==> src/sv/sdsh_pkg.sv <==
// ----------------------------------------------------------------------------
// sdsh_pkg
// Shared types and constants of the SD-card SPI host sequencer.
// ----------------------------------------------------------------------------
package sdsh_pkg;

    localparam logic [1:0] KIND_REQ   = 2'd0;
    localparam logic [1:0] KIND_REPLY = 2'd1;
    localparam logic [1:0] KIND_WRITE = 2'd2;
    localparam logic [1:0] KIND_TICK  = 2'd3;

    localparam logic [1:0] REG_POLL   = 2'd0;
    localparam logic [1:0] REG_RESP   = 2'd1;
    localparam logic [1:0] REG_WAKE   = 2'd2;
    localparam logic [1:0] REG_SETTLE = 2'd3;

    // One item as it travels from the front part to the back part.
    typedef struct packed {
        logic [1:0]  kind;
        logic [1:0]  request;
        logic [31:0] sector;
        logic [7:0]  rx_byte;
        logic [7:0]  wr_byte;
    } sdsh_item_t;

    // One result item.
    typedef struct packed {
        logic [7:0] tx_byte;
        logic       tx_valid;
        logic       chip_select;
        logic       fast_clock;
        logic [7:0] read_byte;
        logic       read_valid;
        logic       need_data;
        logic       done_res;
        logic [1:0] status;
        logic [2:0] card_kind;
    } sdsh_result_t;

    // Configuration registers as seen by the back part.
    typedef struct packed {
        logic [15:0] poll_limit;
        logic [7:0]  response_limit;
        logic [7:0]  wake_bytes;
        logic [9:0]  settle_ticks;
    } sdsh_cfg_t;

    // One CRC7 step over a whole byte; eight dependent one-bit steps.
    function automatic logic [6:0] crc7_byte(input logic [6:0] crc_in, input logic [7:0] b_in);
        logic [6:0] c;
        logic [7:0] b;
        logic       fb;
        c = crc_in;
        b = b_in;
        for (int i = 0; i < 8; i++) begin
            fb = b[7] ^ c[6];
            c  = {c[5:0], 1'b0} ^ (fb ? 7'h09 : 7'h00);
            b  = {b[6:0], 1'b0};
        end
        return c;
    endfunction

endpackage

==> src/sv/sdsh_queue.sv <==
// ----------------------------------------------------------------------------
// sdsh_queue
// Two-entry item queue between the front and back parts.
// ----------------------------------------------------------------------------
module sdsh_queue (
    input  logic                clk,
    input  logic                rst_n,
    input  logic                in_valid,
    output logic                in_stall,
    input  sdsh_pkg::sdsh_item_t in_item,
    output logic                out_valid,
    input  logic                out_stall,
    output sdsh_pkg::sdsh_item_t out_item
);
    import sdsh_pkg::*;

    sdsh_item_t mem_reg [2];
    logic       wr_ptr_reg, rd_ptr_reg;
    logic [1:0] count_reg;
    logic       push, pop;

    assign in_stall  = (count_reg == 2'd2);
    assign out_valid = (count_reg != 2'd0);
    assign out_item  = mem_reg[rd_ptr_reg];
    assign push      = in_valid && !in_stall;
    assign pop       = out_valid && !out_stall;

    // Both entries start cleared so that the back part never decodes an
    // unknown item while the queue is empty.
    always_ff @(posedge clk or negedge rst_n)
    begin
        if (!rst_n)
        begin
            mem_reg <= '{default: '0};
        end
        else if (push)
        begin
            mem_reg[wr_ptr_reg] <= in_item;
        end
    end

    always_ff @(posedge clk or negedge rst_n)
    begin
        if (!rst_n)
        begin
            wr_ptr_reg <= 1'b0;
            rd_ptr_reg <= 1'b0;
            count_reg  <= 2'd0;
        end
        else
        begin
            if (push) wr_ptr_reg <= ~wr_ptr_reg;
            if (pop)  rd_ptr_reg <= ~rd_ptr_reg;
            count_reg <= count_reg + {1'b0, push} - {1'b0, pop};
        end
    end

    a_no_overflow: assert property (@(posedge clk) disable iff (!rst_n)
        count_reg == 2'd2 && !pop |=> count_reg == 2'd2)
        else $error("queue count lost");
    a_count_range: assert property (@(posedge clk) disable iff (!rst_n)
        count_reg != 2'd3)
        else $error("queue overflow");
    a_valid_count: assert property (@(posedge clk) disable iff (!rst_n)
        count_reg == 2'd0 && push |=> out_valid)
        else $error("pushed item not visible");

endmodule

==> src/sv/sdsh_engine.sv <==
// ----------------------------------------------------------------------------
// sdsh_engine
// Back part: registers card protocol results, one item per unstalled cycle.
// ----------------------------------------------------------------------------
module sdsh_engine #(
    parameter int BLOCK_BYTES = 512
) (
    input  logic                  clk,
    input  logic                  rst_n,
    input  sdsh_pkg::sdsh_cfg_t   cfg,
    input  logic                  item_valid,
    output logic                  item_stall,
    input  sdsh_pkg::sdsh_item_t  item,
    output logic                  res_valid,
    input  logic                  res_stall,
    output sdsh_pkg::sdsh_result_t res
);
    import sdsh_pkg::*;

    localparam int BW = $clog2(BLOCK_BYTES + 1);

    typedef enum logic [4:0] {
        PH_IDLE, PH_WAKE, PH_SEL, PH_SEL_WAIT, PH_PRE, PH_FRAME, PH_RESP,
        PH_SETTLE, PH_OCR, PH_TOKEN, PH_RDATA, PH_RCRC, PH_WSPACE, PH_WTOKEN,
        PH_WNEED, PH_WDATA, PH_WCRC, PH_WRESP, PH_REL
    } phase_t;

    typedef enum logic [3:0] {
        K_IDLE, K_IFCOND, K_OP41_HC, K_OCR, K_OP41_FIRST, K_OP41, K_OP1,
        K_BLOCKLEN, K_READ, K_WRITE
    } cont_t;

    typedef enum logic [1:0] { OP_INIT, OP_READ, OP_WRITE, OP_SYNC } op_t;

    localparam logic [2:0] KD_NONE = 3'd0, KD_MMC = 3'd1, KD_SD1 = 3'd2,
                           KD_SD2 = 3'd3, KD_SDHC = 3'd4;
    localparam logic [1:0] ST_OK = 2'd0, ST_ERR = 2'd1, ST_NRDY = 2'd2, ST_BAD = 2'd3;

    phase_t      phase_reg, phase_next;
    cont_t       cont_reg, cont_next;
    op_t         op_reg, op_next;
    logic [2:0]  kind_reg, kind_next, found_reg, found_next;
    logic [6:0]  code_reg, code_next, crc_reg, crc_next;
    logic [31:0] arg_reg, arg_next, ocr_reg, ocr_next;
    logic [2:0]  fidx_reg, fidx_next;
    logic [15:0] wait_reg, wait_next;
    logic [BW-1:0] bcnt_reg, bcnt_next;
    logic [9:0]  tick_reg, tick_next;
    logic [1:0]  app_reg, app_next, fst_reg, fst_next;
    logic        cs_reg, cs_next, fast_reg, fast_next;
    logic        res_valid_reg;
    sdsh_result_t res_reg, r;
    logic        emit;
    logic        take;

    logic [15:0] poll_eff;
    logic [7:0]  resp_eff, wake_eff;

    assign poll_eff = (cfg.poll_limit == 16'd0) ? 16'd1 : cfg.poll_limit;
    assign resp_eff = (cfg.response_limit == 8'd0) ? 8'd1 : cfg.response_limit;
    assign wake_eff = (cfg.wake_bytes == 8'd0) ? 8'd1 : cfg.wake_bytes;

    assign item_stall = res_valid_reg && res_stall;
    assign take       = item_valid && !item_stall;
    assign res_valid  = res_valid_reg;
    assign res        = res_reg;

    always_comb
    begin
        logic [7:0]  rx;
        logic [31:0] a, fa;
        logic [6:0]  fc;
        logic [7:0]  fb;
        logic [15:0] winc;
        logic        go_frame, go_send, go_cmd, go_rel, go_endinit;
        logic [6:0]  c_code;
        logic [31:0] c_arg;
        cont_t       c_k;
        logic [7:0]  s_byte;
        phase_t      s_ph;
        logic [1:0]  rel_st;

        phase_next = phase_reg; cont_next = cont_reg; op_next = op_reg;
        kind_next = kind_reg; found_next = found_reg; code_next = code_reg;
        crc_next = crc_reg; arg_next = arg_reg; ocr_next = ocr_reg;
        fidx_next = fidx_reg; wait_next = wait_reg; bcnt_next = bcnt_reg;
        tick_next = tick_reg; app_next = app_reg; fst_next = fst_reg;
        cs_next = cs_reg; fast_next = fast_reg;
        rx = item.rx_byte;
        winc = (wait_reg < 16'hFFFF) ? wait_reg + 16'd1 : wait_reg;
        emit = 1'b0;
        r = '0;
        go_frame = 1'b0; go_send = 1'b0; go_cmd = 1'b0; go_rel = 1'b0;
        go_endinit = 1'b0;
        c_code = '0; c_arg = '0; c_k = K_IDLE;
        s_byte = 8'hFF; s_ph = PH_IDLE; rel_st = ST_OK;
        a = '0; fa = '0; fc = '0; fb = '0;

        unique case (item.kind)
            KIND_REQ:
            begin
                emit = 1'b1;
                if (phase_reg != PH_IDLE)
                begin
                    r.done_res = 1'b1; r.status = ST_BAD;
                end
                else if (item.request == 2'(OP_INIT))
                begin
                    op_next = OP_INIT; found_next = KD_NONE;
                    cs_next = 1'b0; fast_next = 1'b0;
                    bcnt_next = BW'(1);
                    go_send = 1'b1; s_ph = PH_WAKE;
                end
                else if (kind_reg == KD_NONE)
                begin
                    r.done_res = 1'b1; r.status = ST_NRDY;
                end
                else
                begin
                    op_next = op_t'(item.request);
                    arg_next = item.sector;
                    cs_next = 1'b1; wait_next = '0;
                    go_send = 1'b1; s_ph = PH_SEL;
                end
            end
            KIND_WRITE:
            begin
                if (phase_reg == PH_WNEED)
                begin
                    emit = 1'b1; go_send = 1'b1; s_byte = item.wr_byte; s_ph = PH_WDATA;
                end
            end
            KIND_TICK:
            begin
                if (phase_reg == PH_SEL_WAIT)
                begin
                    emit = 1'b1;
                    if (wait_reg >= poll_eff)
                    begin
                        go_rel = 1'b1; rel_st = ST_ERR;
                    end
                    else
                    begin
                        go_send = 1'b1; s_ph = PH_SEL;
                    end
                end
                else if (phase_reg == PH_SETTLE)
                begin
                    logic [9:0] t;
                    t = (tick_reg < cfg.settle_ticks) ? tick_reg + 10'd1 : tick_reg;
                    tick_next = t;
                    if (t >= cfg.settle_ticks)
                    begin
                        emit = 1'b1; fast_next = 1'b1;
                        go_cmd = 1'b1; c_code = 7'd8; c_arg = 32'h1AA; c_k = K_IFCOND;
                    end
                end
            end
            default:
            begin
                unique case (phase_reg)
                    PH_WAKE:
                    begin
                        emit = 1'b1;
                        if (bcnt_reg < BW'(wake_eff))
                        begin
                            bcnt_next = bcnt_reg + BW'(1);
                            go_send = 1'b1; s_ph = PH_WAKE;
                        end
                        else
                        begin
                            cs_next = 1'b1; wait_next = '0;
                            go_send = 1'b1; s_ph = PH_SEL;
                        end
                    end
                    PH_SEL:
                    begin
                        if (rx == 8'hFF)
                        begin
                            emit = 1'b1;
                            a = (kind_reg != KD_SDHC) ? {arg_reg[22:0], 9'd0} : arg_reg;
                            unique case (op_reg)
                                OP_INIT:  begin go_cmd = 1'b1; c_code = 7'd0; c_k = K_IDLE; end
                                OP_READ:  begin go_cmd = 1'b1; c_code = 7'd17; c_arg = a; c_k = K_READ; end
                                OP_WRITE: begin go_cmd = 1'b1; c_code = 7'd24; c_arg = a; c_k = K_WRITE; end
                                default:  begin go_rel = 1'b1; rel_st = ST_OK; end
                            endcase
                        end
                        else
                        begin
                            wait_next = winc; phase_next = PH_SEL_WAIT;
                        end
                    end
                    PH_PRE:
                    begin
                        emit = 1'b1;
                        if (app_reg == 2'd1)
                        begin
                            app_next = 2'd2; go_send = 1'b1; s_ph = PH_PRE;
                        end
                        else go_frame = 1'b1;
                    end
                    PH_FRAME:
                    begin
                        emit = 1'b1;
                        if (fidx_reg < 3'd5)
                        begin
                            fidx_next = fidx_reg + 3'd1; go_frame = 1'b1;
                        end
                        else
                        begin
                            bcnt_next = BW'(1); go_send = 1'b1; s_ph = PH_RESP;
                        end
                    end
                    PH_RESP:
                    begin
                        emit = 1'b1;
                        if (rx == 8'hFF && bcnt_reg < BW'(resp_eff))
                        begin
                            bcnt_next = bcnt_reg + BW'(1); go_send = 1'b1; s_ph = PH_RESP;
                        end
                        else if (app_reg == 2'd2 && rx <= 8'd1)
                        begin
                            app_next = 2'd0; fidx_next = '0; crc_next = '0; go_frame = 1'b1;
                        end
                        else
                        begin
                            if (app_reg == 2'd2) app_next = 2'd0;
                            unique case (cont_reg)
                                K_IDLE:
                                begin
                                    if (rx <= 8'd1)
                                    begin
                                        tick_next = '0;
                                        if (cfg.settle_ticks == 10'd0)
                                        begin
                                            fast_next = 1'b1; go_cmd = 1'b1;
                                            c_code = 7'd8; c_arg = 32'h1AA; c_k = K_IFCOND;
                                        end
                                        else
                                        begin
                                            emit = 1'b0; phase_next = PH_SETTLE;
                                        end
                                    end
                                    else
                                    begin
                                        found_next = KD_NONE; go_endinit = 1'b1;
                                    end
                                end
                                K_IFCOND:
                                begin
                                    if (rx <= 8'd1)
                                    begin
                                        fidx_next = '0; ocr_next = '0;
                                        go_send = 1'b1; s_ph = PH_OCR;
                                    end
                                    else
                                    begin
                                        go_cmd = 1'b1; c_code = 7'h69; c_k = K_OP41_FIRST;
                                    end
                                end
                                K_OP41_HC:
                                begin
                                    wait_next = winc;
                                    if (rx == 8'd0)
                                    begin
                                        go_cmd = 1'b1; c_code = 7'd58; c_k = K_OCR;
                                    end
                                    else if (winc >= poll_eff)
                                    begin
                                        found_next = KD_NONE; go_endinit = 1'b1;
                                    end
                                    else
                                    begin
                                        go_cmd = 1'b1; c_code = 7'h69;
                                        c_arg = 32'h4000_0000; c_k = K_OP41_HC;
                                    end
                                end
                                K_OCR:
                                begin
                                    if (rx == 8'd0)
                                    begin
                                        fidx_next = '0; ocr_next = '0;
                                        go_send = 1'b1; s_ph = PH_OCR;
                                    end
                                    else
                                    begin
                                        found_next = KD_NONE; go_endinit = 1'b1;
                                    end
                                end
                                K_OP41_FIRST:
                                begin
                                    wait_next = '0; go_cmd = 1'b1;
                                    if (rx <= 8'd1)
                                    begin
                                        c_code = 7'h69; c_k = K_OP41;
                                    end
                                    else
                                    begin
                                        c_code = 7'd1; c_k = K_OP1;
                                    end
                                end
                                K_OP41, K_OP1:
                                begin
                                    wait_next = winc;
                                    if (rx == 8'd0)
                                    begin
                                        found_next = (cont_reg == K_OP41) ? KD_SD1 : KD_MMC;
                                        go_endinit = 1'b1;
                                    end
                                    else if (winc >= poll_eff)
                                    begin
                                        found_next = KD_NONE; go_endinit = 1'b1;
                                    end
                                    else
                                    begin
                                        go_cmd = 1'b1; c_k = cont_reg;
                                        c_code = (cont_reg == K_OP41) ? 7'h69 : 7'd1;
                                    end
                                end
                                K_BLOCKLEN:
                                begin
                                    go_rel = 1'b1; rel_st = ST_OK;
                                end
                                K_READ:
                                begin
                                    if (rx == 8'd0)
                                    begin
                                        wait_next = '0; go_send = 1'b1; s_ph = PH_TOKEN;
                                    end
                                    else
                                    begin
                                        go_rel = 1'b1; rel_st = ST_ERR;
                                    end
                                end
                                default:
                                begin
                                    if (rx == 8'd0)
                                    begin
                                        go_send = 1'b1; s_ph = PH_WSPACE;
                                    end
                                    else
                                    begin
                                        go_rel = 1'b1; rel_st = ST_ERR;
                                    end
                                end
                            endcase
                        end
                    end
                    PH_OCR:
                    begin
                        logic [31:0] o;
                        emit = 1'b1;
                        o = {ocr_reg[23:0], rx};
                        ocr_next = o;
                        fidx_next = fidx_reg + 3'd1;
                        if (fidx_reg + 3'd1 < 3'd4)
                        begin
                            go_send = 1'b1; s_ph = PH_OCR;
                        end
                        else if (cont_reg == K_IFCOND)
                        begin
                            if (o[15:8] == 8'h01 && o[7:0] == 8'hAA)
                            begin
                                wait_next = '0; go_cmd = 1'b1; c_code = 7'h69;
                                c_arg = 32'h4000_0000; c_k = K_OP41_HC;
                            end
                            else
                            begin
                                found_next = KD_NONE; go_endinit = 1'b1;
                            end
                        end
                        else
                        begin
                            found_next = o[30] ? KD_SDHC : KD_SD2; go_endinit = 1'b1;
                        end
                    end
                    PH_TOKEN:
                    begin
                        emit = 1'b1; wait_next = winc;
                        if (rx != 8'hFF)
                        begin
                            if (rx == 8'hFE)
                            begin
                                bcnt_next = '0; go_send = 1'b1; s_ph = PH_RDATA;
                            end
                            else
                            begin
                                go_rel = 1'b1; rel_st = ST_ERR;
                            end
                        end
                        else if (winc >= poll_eff)
                        begin
                            go_rel = 1'b1; rel_st = ST_ERR;
                        end
                        else
                        begin
                            go_send = 1'b1; s_ph = PH_TOKEN;
                        end
                    end
                    PH_RDATA:
                    begin
                        emit = 1'b1;
                        bcnt_next = bcnt_reg + BW'(1);
                        if (bcnt_reg + BW'(1) >= BW'(BLOCK_BYTES))
                        begin
                            fidx_next = '0; phase_next = PH_RCRC;
                        end
                        r.tx_byte = 8'hFF; r.tx_valid = 1'b1;
                        r.read_byte = rx; r.read_valid = 1'b1;
                    end
                    PH_RCRC, PH_WCRC:
                    begin
                        emit = 1'b1;
                        if (fidx_reg == 3'd0)
                        begin
                            fidx_next = 3'd1; go_send = 1'b1; s_ph = phase_reg;
                        end
                        else if (phase_reg == PH_RCRC)
                        begin
                            go_rel = 1'b1; rel_st = ST_OK;
                        end
                        else
                        begin
                            go_send = 1'b1; s_ph = PH_WRESP;
                        end
                    end
                    PH_WSPACE:
                    begin
                        emit = 1'b1; go_send = 1'b1; s_byte = 8'hFE; s_ph = PH_WTOKEN;
                    end
                    PH_WTOKEN:
                    begin
                        emit = 1'b1; bcnt_next = '0; phase_next = PH_WNEED;
                        r.need_data = 1'b1;
                    end
                    PH_WDATA:
                    begin
                        emit = 1'b1;
                        bcnt_next = bcnt_reg + BW'(1);
                        if (bcnt_reg + BW'(1) < BW'(BLOCK_BYTES))
                        begin
                            phase_next = PH_WNEED; r.need_data = 1'b1;
                        end
                        else
                        begin
                            fidx_next = '0; go_send = 1'b1; s_ph = PH_WCRC;
                        end
                    end
                    PH_WRESP:
                    begin
                        emit = 1'b1; go_rel = 1'b1;
                        rel_st = (rx[4:0] == 5'h05) ? ST_OK : ST_ERR;
                    end
                    PH_REL:
                    begin
                        emit = 1'b1;
                        if (op_reg == OP_INIT) kind_next = found_reg;
                        phase_next = PH_IDLE;
                        r.done_res = 1'b1; r.status = fst_reg;
                    end
                    default: ;
                endcase
            end
        endcase

        // End of detection: set the block length on byte-addressed cards.
        if (go_endinit)
        begin
            if (found_next == KD_MMC || found_next == KD_SD1 || found_next == KD_SD2)
            begin
                go_cmd = 1'b1; c_code = 7'd16; c_arg = 32'(BLOCK_BYTES); c_k = K_BLOCKLEN;
            end
            else
            begin
                go_rel = 1'b1; rel_st = (found_next != KD_NONE) ? ST_OK : ST_ERR;
            end
        end
        if (go_cmd)
        begin
            code_next = c_code; arg_next = c_arg; cont_next = c_k;
            app_next = c_code[6] ? 2'd1 : 2'd0;
            go_send = 1'b1; s_byte = 8'hFF; s_ph = PH_PRE;
        end
        if (go_rel)
        begin
            cs_next = 1'b0; fst_next = rel_st;
            go_send = 1'b1; s_byte = 8'hFF; s_ph = PH_REL;
        end
        if (go_frame)
        begin
            // fidx_next / crc_next hold the position and running CRC here.
            if (phase_reg == PH_PRE)
            begin
                fidx_next = '0; crc_next = '0;
            end
            fc = (app_next == 2'd2) ? 7'd55 : code_reg;
            fa = (app_next == 2'd2) ? 32'd0 : arg_reg;
            unique case (fidx_next)
                3'd0: fb = {1'b0, fc} | 8'h40;
                3'd1: fb = fa[31:24];
                3'd2: fb = fa[23:16];
                3'd3: fb = fa[15:8];
                3'd4: fb = fa[7:0];
                default: fb = {crc_next, 1'b1};
            endcase
            if (fidx_next < 3'd5) crc_next = crc7_byte(crc_next, fb);
            go_send = 1'b1; s_byte = fb; s_ph = PH_FRAME;
        end
        if (go_send)
        begin
            phase_next = s_ph;
            r.tx_byte = s_byte; r.tx_valid = 1'b1;
        end
        r.chip_select = cs_next;
        r.fast_clock  = fast_next;
        r.card_kind   = kind_next;
    end

    always_ff @(posedge clk)
    begin
        if (take && emit)
        begin
            res_reg <= r;
        end
    end

    always_ff @(posedge clk or negedge rst_n)
    begin
        if (!rst_n)
        begin
            phase_reg <= PH_IDLE; cont_reg <= K_IDLE; op_reg <= OP_INIT;
            kind_reg <= KD_NONE; found_reg <= KD_NONE; code_reg <= '0;
            crc_reg <= '0; arg_reg <= '0; ocr_reg <= '0; fidx_reg <= '0;
            wait_reg <= '0; bcnt_reg <= '0; tick_reg <= '0; app_reg <= '0;
            fst_reg <= '0; cs_reg <= 1'b0; fast_reg <= 1'b0;
            res_valid_reg <= 1'b0;
        end
        else
        begin
            if (take)
            begin
                phase_reg <= phase_next; cont_reg <= cont_next; op_reg <= op_next;
                kind_reg <= kind_next; found_reg <= found_next; code_reg <= code_next;
                crc_reg <= crc_next; arg_reg <= arg_next; ocr_reg <= ocr_next;
                fidx_reg <= fidx_next; wait_reg <= wait_next; bcnt_reg <= bcnt_next;
                tick_reg <= tick_next; app_reg <= app_next; fst_reg <= fst_next;
                cs_reg <= cs_next; fast_reg <= fast_next;
            end
            if (take)
                res_valid_reg <= emit;
            else if (!res_stall)
                res_valid_reg <= 1'b0;
        end
    end

    a_hold: assert property (@(posedge clk) disable iff (!rst_n)
        res_valid_reg && res_stall |=> res_valid_reg && $stable(res_reg))
        else $error("result lost under stall");
    a_rel_deselect: assert property (@(posedge clk) disable iff (!rst_n)
        phase_reg == PH_REL |-> !cs_reg)
        else $error("release with card selected");
    a_idle_done: assert property (@(posedge clk) disable iff (!rst_n)
        take && phase_reg == PH_REL && item.kind == KIND_REPLY |=> phase_reg == PH_IDLE)
        else $error("release did not finish");

endmodule

==> src/sv/sd_spi_host_sequencer.sv <==
// ----------------------------------------------------------------------------
// sd_spi_host_sequencer
// Byte-level SD-card SPI host: init/detection, sector read/write, sync.
// ----------------------------------------------------------------------------
// One item is taken per clock and each item gives at most one result item. An
// item (host request, card reply byte, host write byte or millisecond tick)
// enters a two-entry queue; the protocol engine behind it takes one item per
// cycle, updating its sequencer and the CRC7 of the command frame in that same
// cycle, and registers the result in an output stage. The engine keeps taking
// items while that stage is drained, and only stalls when a result is waiting
// and the output side stalls. Every byte sent with tx_valid must be answered
// by exactly one card reply item. Configuration is written through its own
// valid/ready port, always ready, and should only be written while idle.
// ----------------------------------------------------------------------------
module sd_spi_host_sequencer #(
    parameter int BLOCK_BYTES = 512
) (
    input  logic        clk,
    input  logic        rst_n,
    input  logic        cfg_valid,
    output logic        cfg_ready,
    input  logic [1:0]  cfg_index,
    input  logic [15:0] cfg_data,
    input  logic        in_valid,
    output logic        in_stall,
    input  logic [1:0]  kind,
    input  logic [1:0]  request,
    input  logic [31:0] sector,
    input  logic [7:0]  rx_byte,
    input  logic [7:0]  wr_byte,
    output logic        out_valid,
    input  logic        out_stall,
    output logic [7:0]  tx_byte,
    output logic        tx_valid,
    output logic        chip_select,
    output logic        fast_clock,
    output logic [7:0]  read_byte,
    output logic        read_valid,
    output logic        need_data,
    output logic        done_res,
    output logic [1:0]  status,
    output logic [2:0]  card_kind
);
    import sdsh_pkg::*;

    sdsh_cfg_t    cfg_reg;
    sdsh_item_t   in_item, q_item;
    sdsh_result_t res;
    logic         q_valid, q_stall;

    // Front part: configuration registers and item capture.
    assign cfg_ready = 1'b1;

    always_ff @(posedge clk or negedge rst_n)
    begin
        if (!rst_n)
        begin
            cfg_reg.poll_limit     <= 16'd50000;
            cfg_reg.response_limit <= 8'd10;
            cfg_reg.wake_bytes     <= 8'd10;
            cfg_reg.settle_ticks   <= 10'd250;
        end
        else if (cfg_valid)
        begin
            unique case (cfg_index)
                REG_POLL:   cfg_reg.poll_limit     <= cfg_data;
                REG_RESP:   cfg_reg.response_limit <= cfg_data[7:0];
                REG_WAKE:   cfg_reg.wake_bytes     <= cfg_data[7:0];
                default:    cfg_reg.settle_ticks   <= cfg_data[9:0];
            endcase
        end
    end

    assign in_item = '{kind: kind, request: request, sector: sector,
                       rx_byte: rx_byte, wr_byte: wr_byte};

    sdsh_queue u_queue (
        .clk(clk), .rst_n(rst_n),
        .in_valid(in_valid), .in_stall(in_stall), .in_item(in_item),
        .out_valid(q_valid), .out_stall(q_stall), .out_item(q_item)
    );

    sdsh_engine #(.BLOCK_BYTES(BLOCK_BYTES)) u_engine (
        .clk(clk), .rst_n(rst_n), .cfg(cfg_reg),
        .item_valid(q_valid), .item_stall(q_stall), .item(q_item),
        .res_valid(out_valid), .res_stall(out_stall), .res(res)
    );

    assign tx_byte     = res.tx_byte;
    assign tx_valid    = res.tx_valid;
    assign chip_select = res.chip_select;
    assign fast_clock  = res.fast_clock;
    assign read_byte   = res.read_byte;
    assign read_valid  = res.read_valid;
    assign need_data   = res.need_data;
    assign done_res    = res.done_res;
    assign status      = res.status;
    assign card_kind   = res.card_kind;

    a_status_done: assert property (@(posedge clk) disable iff (!rst_n)
        out_valid && !done_res |-> status == 2'd0)
        else $error("status without done");
    a_read_tx: assert property (@(posedge clk) disable iff (!rst_n)
        out_valid && read_valid |-> tx_valid && tx_byte == 8'hFF)
        else $error("read data without filler byte");
    a_kind_range: assert property (@(posedge clk) disable iff (!rst_n)
        out_valid |-> card_kind <= 3'd4)
        else $error("bad card kind");

endmodule
==> config.mk <==
export PLATFORM = sky130hd
export DESIGN_NAME = sd_spi_host_sequencer
export DESIGN_NICKNAME = d
export VERILOG_FILES = /design/src/sv/sdsh_pkg.sv /design/src/sv/sdsh_queue.sv /design/src/sv/sdsh_engine.sv /design/src/sv/sd_spi_host_sequencer.sv
export SDC_FILE = /design/constraint.sdc
export NUM_CORES = 1
export LEC_CHECK = 0
export BUFFER_PORTS_ARGS = -buffer_cell sky130_fd_sc_hd__buf_4
export CAP_MARGIN = 15
export CELL_PAD_IN_SITES_DETAIL_PLACEMENT = 0
export CELL_PAD_IN_SITES_GLOBAL_PLACEMENT = 1
export CORE_ASPECT_RATIO = 0.6
export CORE_MARGIN = 2
export CORE_UTILIZATION = 44
export DETAILED_ROUTE_END_ITERATION = 12
export MAX_ROUTING_LAYER = met4
export PLACE_DENSITY = 0.76
export SLEW_MARGIN = 10
export SYNTH_ARGS = -nofsm -noshare
export SYNTH_HDL_FRONTEND = slang
export SYNTH_SLANG_ARGS = --single-unit
==> constraint.sdc <==
create_clock -name clk -period 6.3 [get_ports clk]
set_clock_uncertainty 0.2 [all_clocks]
set_input_delay 0 -clock clk [delete_from_list [all_inputs] [get_ports clk]]
set_output_delay 0 -clock clk [all_outputs]
set_load 0.01 [all_outputs]
# [After elaboration in Yosys (flattened, before gate mapping)]
# Index checks and enable logic that the tools add are counted.
[word_totals] ff_bits=308 inputBits=75 out_inout_bits=30 latch_bits=0 memories=0 ram_bits=0 mem_bits_ro=0
[classes] n_lt_le_gt_ge=16 n_reduce_logical=66 n_shift=0 div=0 bitwise=26 mux=362 add_sub_neg=6 multipliers=0 n_eq_ne=92
[op_table] operator="2-to-1 mux 32 bit" count=19
[op_table] operator="2-to-1 mux 16 bit" count=13
[op_table] operator="2-to-1 mux 52 bit" count=4
[op_table] operator="2-to-1 mux 7 bit" count=26
[op_table] operator="2-to-1 mux 10 bit" count=15
[op_table] operator="one-hot mux 32 bit (2 select lines)" count=2
[op_table] operator="2-to-1 mux 4 bit" count=31
[op_table] operator="2-to-1 mux 3 bit" count=35
[op_table] operator="2-to-1 mux 5 bit" count=21
[op_table] operator="bitwise mux 104 bit" count=1
[op_table] operator="2-to-1 mux 1 bit" count=103
[op_table] operator="one-hot mux 32 bit (3 select lines)" count=1
[op_table] operator="2-to-1 mux 23 bit" count=4
[op_table] operator="one-hot mux 23 bit (2 select lines)" count=2
[op_table] operator="one-hot mux 16 bit (5 select lines)" count=1
[op_table] operator="2-to-1 mux 31 bit" count=2
[op_table] operator="one-hot mux 10 bit (6 select lines)" count=1
[op_table] operator="2-to-1 mux 8 bit" count=7
[op_table] operator="bitwise XOR 7 bit" count=8
[op_table] operator="demux 52 bit (select 1 bit)" count=1
[op_table] operator="one-hot mux 16 bit (3 select lines)" count=1
[op_table] operator="2-to-1 mux 2 bit" count=23
[op_table] operator="2-to-1 mux 9 bit" count=5
[op_table] operator="one-hot mux 5 bit (9 select lines)" count=1
[op_table] operator="98 further kinds" count=241

# [Longest topological paths before layout]
# Gate-level depths: netlist (run 1).
[logic_depth] word_depth=48 ltp_mapped=26

# [Cells and area by module]
# Synthesis (run 1) repeated with hierarchy kept, for this count alone.
[unflattened] cells_unflattened=1852 hier_area_um2=18119.9
[modules_own_cells] mod="sdsh_engine" cells_each=1466 seq_area_each_um2=3713.6 instances=1 area_each_um2=11787.6
[modules_own_cells] mod="sdsh_queue" cells_each=295 seq_area_each_um2=2702.6 instances=1 area_each_um2=4727.0
[modules_own_cells] mod="sd_spi_host_sequencer" cells_each=91 seq_area_each_um2=1071.0 instances=1 area_each_um2=1605.3

# [Least setup slack after synthesis (run 1)]
# OpenSTA, ideal clock, no wires.
[synth_path] path_kind="register -> register" from="register cfg_reg[1] (netlist bit)" to="register u_engine.crc_reg[4]" path_slack_ns=0.129 period_less_slack_ns=6.171 required_ns=5.977 arrival_ns=5.848 stages_incl_launch_ff=27 cell_sequence="dfstp_2 > inv_1 > ha_1 > a21o_1 > a21o_1 > a21o_1 > a21o_1 > a21o_1 > a21o_1 > a21o_1 > a21o_1 > a21oi_1 > nand4_1 > xnor2_1 > ha_1 > a21o_1 > a211oi_1 > o21a_1 > o21ai_0 > a21o_1 > nor3b_2 > nand2_1 > a32oi_2 > xnor3_1 > a311oi_1 > xor2_1 > a21oi_1"
[synth_between] elab_chain_cells=27 elab_cells_between_ends=36
[synth_rtl] element="from (decl)" line="sd_spi_host_sequencer.sv:46" source="sdsh_cfg_t cfg_reg;"
[synth_rtl] element="branches (longest 7 deep; another with < comparator 10 bit)"
[synth_rtl] element="one-hot mux 1 bit (2 select lines) *" line="sdsh_engine.sv:99" source="unique case (item.kind)"
[synth_rtl] element="2-to-1 mux 1 bit" line="sdsh_engine.sv:470" source="if (found_next == KD_MMC || found_next == KD_SD1 || found_next == KD_SD2)"
[synth_rtl] element="2-to-1 mux 1 bit *" line="sdsh_engine.sv:468" source="if (go_endinit)"
[synth_rtl] element="2-to-1 mux 2 bit *" line="sdsh_engine.sv:479" source="if (go_cmd)"
[synth_rtl] element="equality test 2 bit *" line="sdsh_engine.sv:497, sdsh_engine.sv:498"
[synth_rtl] element="2-to-1 mux 32 bit / 2-to-1 mux 6 bit (equally long branches)" line="sdsh_engine.sv:498, sdsh_engine.sv:497"
[synth_rtl] element="one-hot mux 8 bit (5 select lines) *" line="sdsh_engine.sv:499" source="unique case (fidx_next)"
[synth_rtl] element="2-to-1 mux 8 bit *" line="sdsh_engine.sv:490" source="if (go_frame)"
[synth_rtl] element="bitwise XOR 1 bit" line="sdsh_pkg.sv:56" source="fb = b[7] ^ c[6];"
[synth_rtl] element="2-to-1 mux 4 bit" line="sdsh_pkg.sv:57" source="c = {c[5:0], 1'b0} ^ (fb ? 7'h09 : 7'h00);"
[synth_rtl] element="bitwise XOR 7 bit (4 in a row)" line="sdsh_pkg.sv:57"
[synth_rtl] element="bitwise XOR 1 bit" line="sdsh_pkg.sv:56"
[synth_rtl] element="2-to-1 mux 4 bit" line="sdsh_pkg.sv:57"
[synth_rtl] element="bitwise XOR 7 bit * (2 in a row)" line="sdsh_pkg.sv:57"
[synth_rtl] element="2-to-1 mux 7 bit *" line="sdsh_engine.sv:507" source="if (fidx_next < 3'd5) crc_next = crc7_byte(crc_next, fb);"
[synth_rtl] element="2-to-1 mux 7 bit *" line="sdsh_engine.sv:490"
[synth_rtl] element="to (signal assigned)" line="sdsh_engine.sv:545" source="crc_reg <= crc_next; arg_reg <= arg_next; ocr_reg <= ocr_next;"
[synth_rtl] element="to (decl)" line="sdsh_engine.sv:43" source="logic [6:0] code_reg, code_next, crc_reg, crc_next;"
# Every way passes the cells marked *. The select of a mux whose other input is x is not followed.
# A chain may end at the register's enable or synchronous reset.

# [Worst setup path in the final report (run 1)]
[layout_path] from="register u_engine.wait_reg[5]" to="register u_engine.crc_reg[0]"
[layout_between] elab_chain_cells=35 elab_cells_between_ends=69
[layout_rtl] element="from (decl)" line="sdsh_engine.sv:46" source="logic [15:0] wait_reg, wait_next;"
[layout_rtl] element="from (signal assigned)" line="sdsh_engine.sv:546" source="fidx_reg <= fidx_next; wait_reg <= wait_next; bcnt_reg <= bcnt_next;"
[layout_rtl] element="adder 16 x 1 -> 16 bit / < comparator 16 bit (equally long branches)" line="sdsh_engine.sv:90" source="winc = (wait_reg < 16'hFFFF) ? wait_reg + 16'd1 : wait_reg;"
[layout_rtl] element="2-to-1 mux 16 bit *" line="sdsh_engine.sv:90"
[layout_rtl] element="greater-or-equal comparator 16 bit *" line="sdsh_engine.sv:269, sdsh_engine.sv:311"
[layout_rtl] element="2-to-1 mux 3 bit" line="sdsh_engine.sv:269, sdsh_engine.sv:311"
[layout_rtl] element="2-to-1 mux 3 bit, on equally long branches" line="sdsh_engine.sv:306, sdsh_engine.sv:265"
[layout_rtl] element="one-hot mux 3 bit (4 select lines)" line="sdsh_engine.sv:229" source="unique case (cont_reg)"
[layout_rtl] element="2-to-1 mux 3 bit" line="sdsh_engine.sv:222" source="else if (app_reg == 2'd2 && rx <= 8'd1)"
[layout_rtl] element="2-to-1 mux 3 bit" line="sdsh_engine.sv:218" source="if (rx == 8'hFF && bcnt_reg < BW'(resp_eff))"
[layout_rtl] element="(+13 left out)"
[layout_rtl] element="bitwise XOR 1 bit" line="sdsh_pkg.sv:56"
[layout_rtl] element="2-to-1 mux 4 bit" line="sdsh_pkg.sv:57"
[layout_rtl] element="bitwise XOR 7 bit (7 in a row)" line="sdsh_pkg.sv:57"
[layout_rtl] element="bitwise XOR 1 bit *" line="sdsh_pkg.sv:56"
[layout_rtl] element="2-to-1 mux 4 bit *" line="sdsh_pkg.sv:57"
[layout_rtl] element="bitwise XOR 7 bit *" line="sdsh_pkg.sv:57"
[layout_rtl] element="2-to-1 mux 7 bit *" line="sdsh_engine.sv:507"
[layout_rtl] element="2-to-1 mux 7 bit *" line="sdsh_engine.sv:490"
# Every way passes the cells marked *; elsewhere a longest branch is shown, timed or not. The select of a mux whose other input is x is not followed.

==> out/results.tsv, run 1 <==
metric	value	unit
synthArstFlopShare	90.78	%
vias	16340	
max_cap_viol_count	0	
r2r-end	u_engine.crc_reg[0]$_DFFE_PN0P_	
finalSetupViolations	0	
globalRouteOverflowTotal	0	
finalCritPeriodShare	95.49	%
syn_to_final_growth	24.22	%
syn_nets	2039	
grt_pass1_vias	15580	
ff2ff_setup_slack	0.28	ns
synth_top_area_share	34.34	%
grt_max_degree	144	
synth_seq_area_share	41.10	%
clk_pin_slew	0.07	ns
final_common_cell	dfrtp_1	
drc	0	
final_max_slew_viol_count	0	
gp_congestion	1.000	
whs_endpoint	u_queue.mem_reg[103]$_DFFE_PN0P_	
synth_top_area_cell	dfrtp_1	
finalCriticalPeriod	6.016	ns
synthCells	1883	
fp-row-count	57	
ir_worst_vdd	0.2756	mV
min-delay-start	kind[1]	
p_leak	9.749	nW
slowest_delay	0.45	ns
wl_per_cell	23.16	um
coreArea	40650	sq um
pin_count	105	
ant_nets	0	
clk_path_buf_depth	3	
synth_edf_count	27	
reg2regPathDepth	26	
cp_slowest_cell	or3_4	
hold_depth	3	
avgSynthCellArea	9.675	sq um
crit_arrival	6.33	ns
ys_ff_latch	293	
report.power.total	9.630	mW
netlist_top_cells_area	dfrtp_1 (34%), mux2_2 (11%), ha_1 (5.6%)	
path_buf_inv	6	
worst_setup_path_start_kind	flop	
powerDensity	425.5	nW/um^2
tightest_slew	1.111	ns
required	6.61	ns
critPathCaptureType	flop	
antenna_found_initial	3	
nFillCells	3595	
max_freq	0.1662	GHz
crit_top_cell	buf_4	
dr.pass1.iters	5	
rsz0062_at_grt	true	
clk_latency	0.60	ns
die_area	43100	sq um
grt_usage	29.69	%
path_delay_family	compound AO/OA/AOI/OAI gates	
final_layout_size_suffix_gt1_share	22.47	%
die_h	161.6	um
nets	2309	
portBuffers	103	
cts_inserted_buffers	29	
wl	62770	um
largest_reg_flops	104	
grt_pass1_wl	95370	um
r2r_start	u_engine.wait_reg[5]$_DFFE_PN0P_	
finalHoldViolations	0	
dpl.hpwl	45630	um
layout_common_cells	dfrtp_1 (249), nand2_1 (201), buf_4 (182), mux2_2 (175), o21ai_0 (166)	
synth.lib_cells_used.distinct	95	
initial_core_util	44.82	%
synth_area	18220	sq um
hold_ws	0.003309	ns
status	finished clean	
cp_max_fo	6	
tritoncts	yes	
synthFlopType	dfrtp_1	
ys_warn_count	0	
hp-class	in -> reg	
first_iter_violations	1644	
die_w	266.7	um
cts_sinks	293	
path_class	reg -> reg	
timing.slew.headroom	24.90	%
cts.htree.levels	1	
clockRootBuffer	clkbuf_16	
vias_per_cell	6.030	
-- power breakdown --
part	total, mW	switching [mW]	leakage [nW]	internal, mW
clock	1.71	0.785	0.441	0.925
sequential	3.19	0.542	3.58	2.65
combinational	4.73	2.76	5.73	1.97
-- area by class of cell --
type | count | area [sq um] | share of cell area (%)
Antenna cell | 3 | 7.507 | 0.03317
Clock buffer | 41 | 832.0 | 3.677
Clock inverter | 13 | 85.08 | 0.3760
Inverter | 74 | 277.8 | 1.227
Multi-Input combinational cell | 1417 | 10290 | 45.47
Sequential cell | 293 | 7488 | 33.09
Tap cell | 531 | 664.4 | 2.936
Timing Repair Buffer | 338 | 2985 | 13.19
-- synth_stat cells, types with 9 or more instances --
cell type,count
a211oi_1,21
a21o_1,29
a21oi_1,76
a31oi_1,21
and3_1,18
buf_1,13
clkbuf_1,74
dfrtp_1,250
dfstp_2,16
edfxtp_1,27
ha_1,81
inv_1,72
mux2_2,175
mux2i_1,65
nand2_1,203
nand2b_1,24
nand3_1,48
nand4_1,19
nor2_1,95
nor2b_1,21
nor3_1,29
nor3b_1,11
nor4_1,22
o21a_1,15
o21ai_0,167
o22ai_1,17
o31ai_1,36
or3_1,18
or4_1,9
xnor2_1,28
-- worst max path at each step --
stage                                                  to  cells after the start  slack [ns]                        startpoint
final                     u_engine.crc_reg[0]$_DFFE_PN0P_                     26        0.28  u_engine.wait_reg[5]$_DFFE_PN0P_
after CTS                 u_engine.crc_reg[0]$_DFFE_PN0P_                     25       0.007  u_engine.wait_reg[5]$_DFFE_PN0P_
after floorplan           u_engine.crc_reg[4]$_DFFE_PN0P_                     26        0.13            cfg_reg[1]$_DFFE_PN1P_
after global placement    u_engine.crc_reg[4]$_DFFE_PN0P_                     24       -0.03  u_engine.wait_reg[5]$_DFFE_PN0P_
after global routing      u_engine.crc_reg[0]$_DFFE_PN0P_                     25       -0.04  u_engine.wait_reg[5]$_DFFE_PN0P_
after detailed placement  u_engine.crc_reg[4]$_DFFE_PN0P_                     24       -0.11  u_engine.wait_reg[5]$_DFFE_PN0P_
-- logic make-up after synthesis --
family / after synthesis / share of synthesized area [%]
and+or+nand+nor: 555 / 14.99
AOI/OAI and AO/OA: 503 / 18.34
DFF: 293 / 41.10
muxes: 240 / 14.39
buffers and inverters: 173 / 3.757
adders and majority gates: 81 / 5.563
xor gates and xnor gates: 37 / 1.854
other: 1 / 0.02058
-- worst reg2reg max path, delay by kind of cell, from the launching register on --
kind,cells,cell delay (ns)
buffers and inverters,6,0.97
DFF,1,0.40
adders and majority gates,1,0.30
xor gates and xnor gates,3,0.49
and+or+nand+nor,8,1.36
AOI/OAI and AO/OA,8,2.21
-- repair_timing --
action / 4_1_cts / 5_1_grt
hold endpoints to repair: 276 / 0
hold buffers: 150 / 0
endpoints found under the setup margin: 7 / 62
buffers inserted: 0 / 7
pin swaps: 0 / 3
resized for setup: 4 / 36
-- per-stage QoR --
step / setup WS (ns) / util [%] / cell area, sq um / setup TNS [ns] / std cells
floorplan: 0.1292 / - / 18220 / 0 / 1883
global placement: -0.02621 / 49.01 / 19920 / -0.02621 / 2495
detailed placement: -0.1086 / 49.01 / 19920 / -0.2092 / 2495
CTS: 0.007138 / 55.03 / 22370 / 0 / 2699
global route: -0.03941 / 55.66 / 22630 / -0.06782 / 2709
finish: 0.2841 / 55.67 / 22630 / 0 / 2710
-- metal layers --
metal	share of wire, %	GRT usage, %
met1	51	47.17
met2	37	36.49
met3	10	8.706
met4	1.3	4.545
met5	0	-
(Power assumes the default switching activity.)
==> inputs of run 2 (changes only) <==
ABC_AREA = 1   (was not set)
CORE_UTILIZATION = 41   (was 44)
==> run 2 against run 1 <==
Register-to-register slack better by 0.32 ns. Count of clock-buffer cells in the layout is 4 higher. Synthesized area is 2.1% lower. Maximum frequency is 5.6% higher. Largest power group unchanged.
==> out/results.tsv, run 2 <==
metric	value	unit	change
synth_area	17840	sq um	was 18220 sq um
finalCritPeriodShare	90.46	%	was 95.49%
gp_congestion	0.9735		was 1.000
register_area	7488	sq um	unchanged
syn_to_final_growth	18.43	%	was 24.22%
finalHoldViolations	0		unchanged
synthArstFlopShare	90.78	%	unchanged
portBuffers	103		unchanged
hold_depth	4		was 3
pin_count	105		unchanged
timing.final.ws_setup	0.6011	ns	was 0.2841 ns
synth_top_area_cell	dfrtp_1		unchanged
synthFlopType	dfrtp_1		unchanged
max_cap_viol_count	0		unchanged
clockRootBuffer	clkbuf_16		unchanged
grt_max_degree	146		was 144
wl	62900	um	was 62770 um
post-place-ws	0.5245	ns	was -0.1086 ns
ys_warn_count	0		unchanged
timing.slew.headroom	26.02	%	was 24.90%
worst_setup_path_start_kind	flop		unchanged
fp-row-count	59		was 57
antenna_found_initial	3		unchanged
critPathCaptureType	flop		unchanged
clk_latency	0.61	ns	was 0.60 ns
max_freq	0.1755	GHz	was 0.1662 GHz
cp_max_fo	9		was 6
grt_pass1_wl	95920	um	was 95370 um
synth_seq_area_share	41.96	%	was 41.10%
report.power.total	8.602	mW	was 9.630 mW
globalRouteOverflowTotal	0		unchanged
hold_ws	0.02271	ns	was 0.003309 ns
vias	17160		was 16340
r2r_start	u_engine.wait_reg[0]$_DFFE_PN0P_		was u_engine.wait_reg[5]$_DFFE_PN0P_
dpl.hpwl	47370	um	was 45630 um
synth.lib_cells_used.distinct	67		was 95
die_area	45260	sq um	was 43100 sq um
final_layout_size_suffix_gt1_share	10.62	%	was 22.47%
cts_sinks	293		unchanged
vias_per_cell	5.379		was 6.030
ys_ff_latch	293		unchanged
min-delay-start	rx_byte[6]		was kind[1]
syn_nets	2579		was 2039
synth_top_area_share	35.06	%	was 34.34%
reg2regPathDepth	38		was 26
coreArea	43110	sq um	was 40650 sq um
cp_slowest_cell	dfrtp_1		was or3_4
wl_per_cell	19.73	um	was 23.16 um
synth_edf_count	27		unchanged
synthCells	2423		was 1883
crit_arrival	5.98	ns	was 6.33 ns
tightest_slew	1.106	ns	was 1.111 ns
final_max_slew_viol_count	0		unchanged
fin_tns_setup	0	ns	unchanged
ff2ff_setup_slack	0.60	ns	was 0.28 ns
hp-class	in -> reg		unchanged
path_class	reg -> reg		unchanged
powerDensity	407.1	nW/um^2	was 425.5 nW/um^2
grt_usage	28.68	%	was 29.69%
drc	0		unchanged
die_h	165.6	um	was 161.6 um
multi_input_area	8742	sq um	was 10290 sq um
avgSynthCellArea	7.364	sq um	was 9.675 sq um
dr.pass1.iters	6		was 5
post_cts_buffers	0		unchanged
rsz0062_at_grt	false		was true
netlist_top_cells_area	dfrtp_1 (35%), nand2_1 (12%), o21ai_0 (9.9%)		was dfrtp_1 (34%), mux2_2 (11%), ha_1 (5.6%)
slowest_delay	0.38	ns	was 0.45 ns
ir_worst_vdd	0.2353	mV	was 0.2756 mV
layout_common_cells	nand2_1 (546), o21ai_0 (353), inv_1 (331), dfrtp_1 (249), nor2_1 (242)		was dfrtp_1 (249), nand2_1 (201), buf_4 (182), mux2_2 (175), o21ai_0 (166)
ant_nets	0		unchanged
nFillCells	4365		was 3595
final_common_cell	nand2_1		was dfrtp_1
finalSetupViolations	0		unchanged
status	finished clean		unchanged
die_w	273.3	um	was 266.7 um
yosysMostFrequentCell	nand2_1		was dfrtp_1
r2r-end	u_engine.crc_reg[4]$_DFFE_PN0P_		was u_engine.crc_reg[0]$_DFFE_PN0P_
nets	2741		was 2309
crit_top_cell	nand2_1		was buf_4
cts_inserted_buffers	30		was 29
p_leak	10.26	nW	was 9.749 nW
tritoncts	yes		unchanged
required	6.58	ns	was 6.61 ns
postLayoutCoreUtil	49.01	%	was 55.67%
yosys-top-cells-count	nand2_1 (547), o21ai_0 (354), inv_1 (331)		was dfrtp_1 (250), nand2_1 (203), mux2_2 (175)
grt_pass1_vias	15600		was 15580
finalCriticalPeriod	5.699	ns	was 6.016 ns
whs_endpoint	u_queue.mem_reg[14]$_DFFE_PN0P_		was u_queue.mem_reg[103]$_DFFE_PN0P_
largest_reg_flops	104		unchanged
first_iter_violations	1968		was 1644
clk_pin_slew	0.07	ns	about the same
cts.htree.levels	1		unchanged
clk_path_buf_depth	3		unchanged
initial_core_util	41.39	%	was 44.82%
[run 2: repair_timing]
item                                    4_1_cts  5_1_grt
endpoints found under the setup margin        0       32
hold endpoints to repair                    415        0
gates resized for setup                       0        7
hold buffers                                 82        0
[run 2: cell families (layout without fill, tap and decap cells)]
| logic type | count (synthesis) | in the layout | share of synthesized area [%] |
|---|---|---|---|
| AO/OA/AOI/OAI | 546 | 546 | 16.77 |
| adder cells (fa/ha/maj) | 81 | 81 | 5.680 |
| XOR/XNOR | 25 | 25 | 1.311 |
| AND/OR/NAND/NOR | 1043 | 1043 | 24.87 |
| other | 1 | 3 | 0.02102 |
| buffers and inverters | 432 | 617 | 9.278 |
| flip-flops | 293 | 293 | 41.96 |
| multiplexers | 2 | 2 | 0.1122 |
[run 2: power breakdown]
| part | switching, mW | internal (mW) | leakage (nW) |
|---|---|---|---|
| logic | 2.68 | 1.19 | 6.32 |
| registers | 0.356 | 2.53 | 3.44 |
| clock network | 0.816 | 1.03 | 0.497 |
[run 2: layout make-up]
class | instances | share of cell area, %
multi-input combinational | 1698 | 41.37
timing repair buffer | 213 | 8.775
clock buffer | 45 | 4.257
inverter | 349 | 6.212
sequential | 293 | 35.44
tap | 579 | 3.428
antenna | 2 | 0.02369
clock inverter | 10 | 0.4915
[run 2: routing by layer]
| layer | vias to the layer above | GRT usage [%] | routed length, um |
|---|---|---|---|
| met5 | - | - | 0 |
| met4 | 0 | 4.049 | 869 |
| met3 | 63 | 8.502 | 6566 |
| met2 | 602 | 33.62 | 22080 |
| met1 | 8231 | 46.65 | 33390 |
| li1 | 8259 | - | - |
[run 2: metrics by stage]
stage	std cells	area [sq um]
after floorplan	2423	17840
after global placement	3049	19240
after detailed placement	3049	19240
after CTS	3186	21090
after global routing	3189	21130
final	3189	21130
[run 2: critical path, delay by kind of cell (launching register included)]
kind	cells	cell delay, ns
DFF	1	0.38
AOI/OAI and AO/OA	5	0.75
adders and majority gates	2	0.47
and+or+nand+nor	27	3.42
buffers and inverters	4	0.34
[run 2: worst max-delay path by stage]
stage | start | endpoint | slack (ns)
after floorplan | cfg_reg[1]$_DFFE_PN1P_ | u_engine.crc_reg[4]$_DFFE_PN0P_ | 1.53
after detailed placement | cfg_reg[1]$_DFFE_PN1P_ | u_engine.crc_reg[3]$_DFFE_PN0P_ | 0.52
after global routing | u_engine.wait_reg[1]$_DFFE_PN0P_ | u_engine.crc_reg[0]$_DFFE_PN0P_ | 0.002
after global placement | cfg_reg[1]$_DFFE_PN1P_ | u_engine.res[26]$_DFFE_PP_ | 0.61
final | u_engine.wait_reg[0]$_DFFE_PN0P_ | u_engine.crc_reg[4]$_DFFE_PN0P_ | 0.60
after CTS | cfg_reg[1]$_DFFE_PN1P_ | u_engine.res[26]$_DFFE_PP_ | 0.49
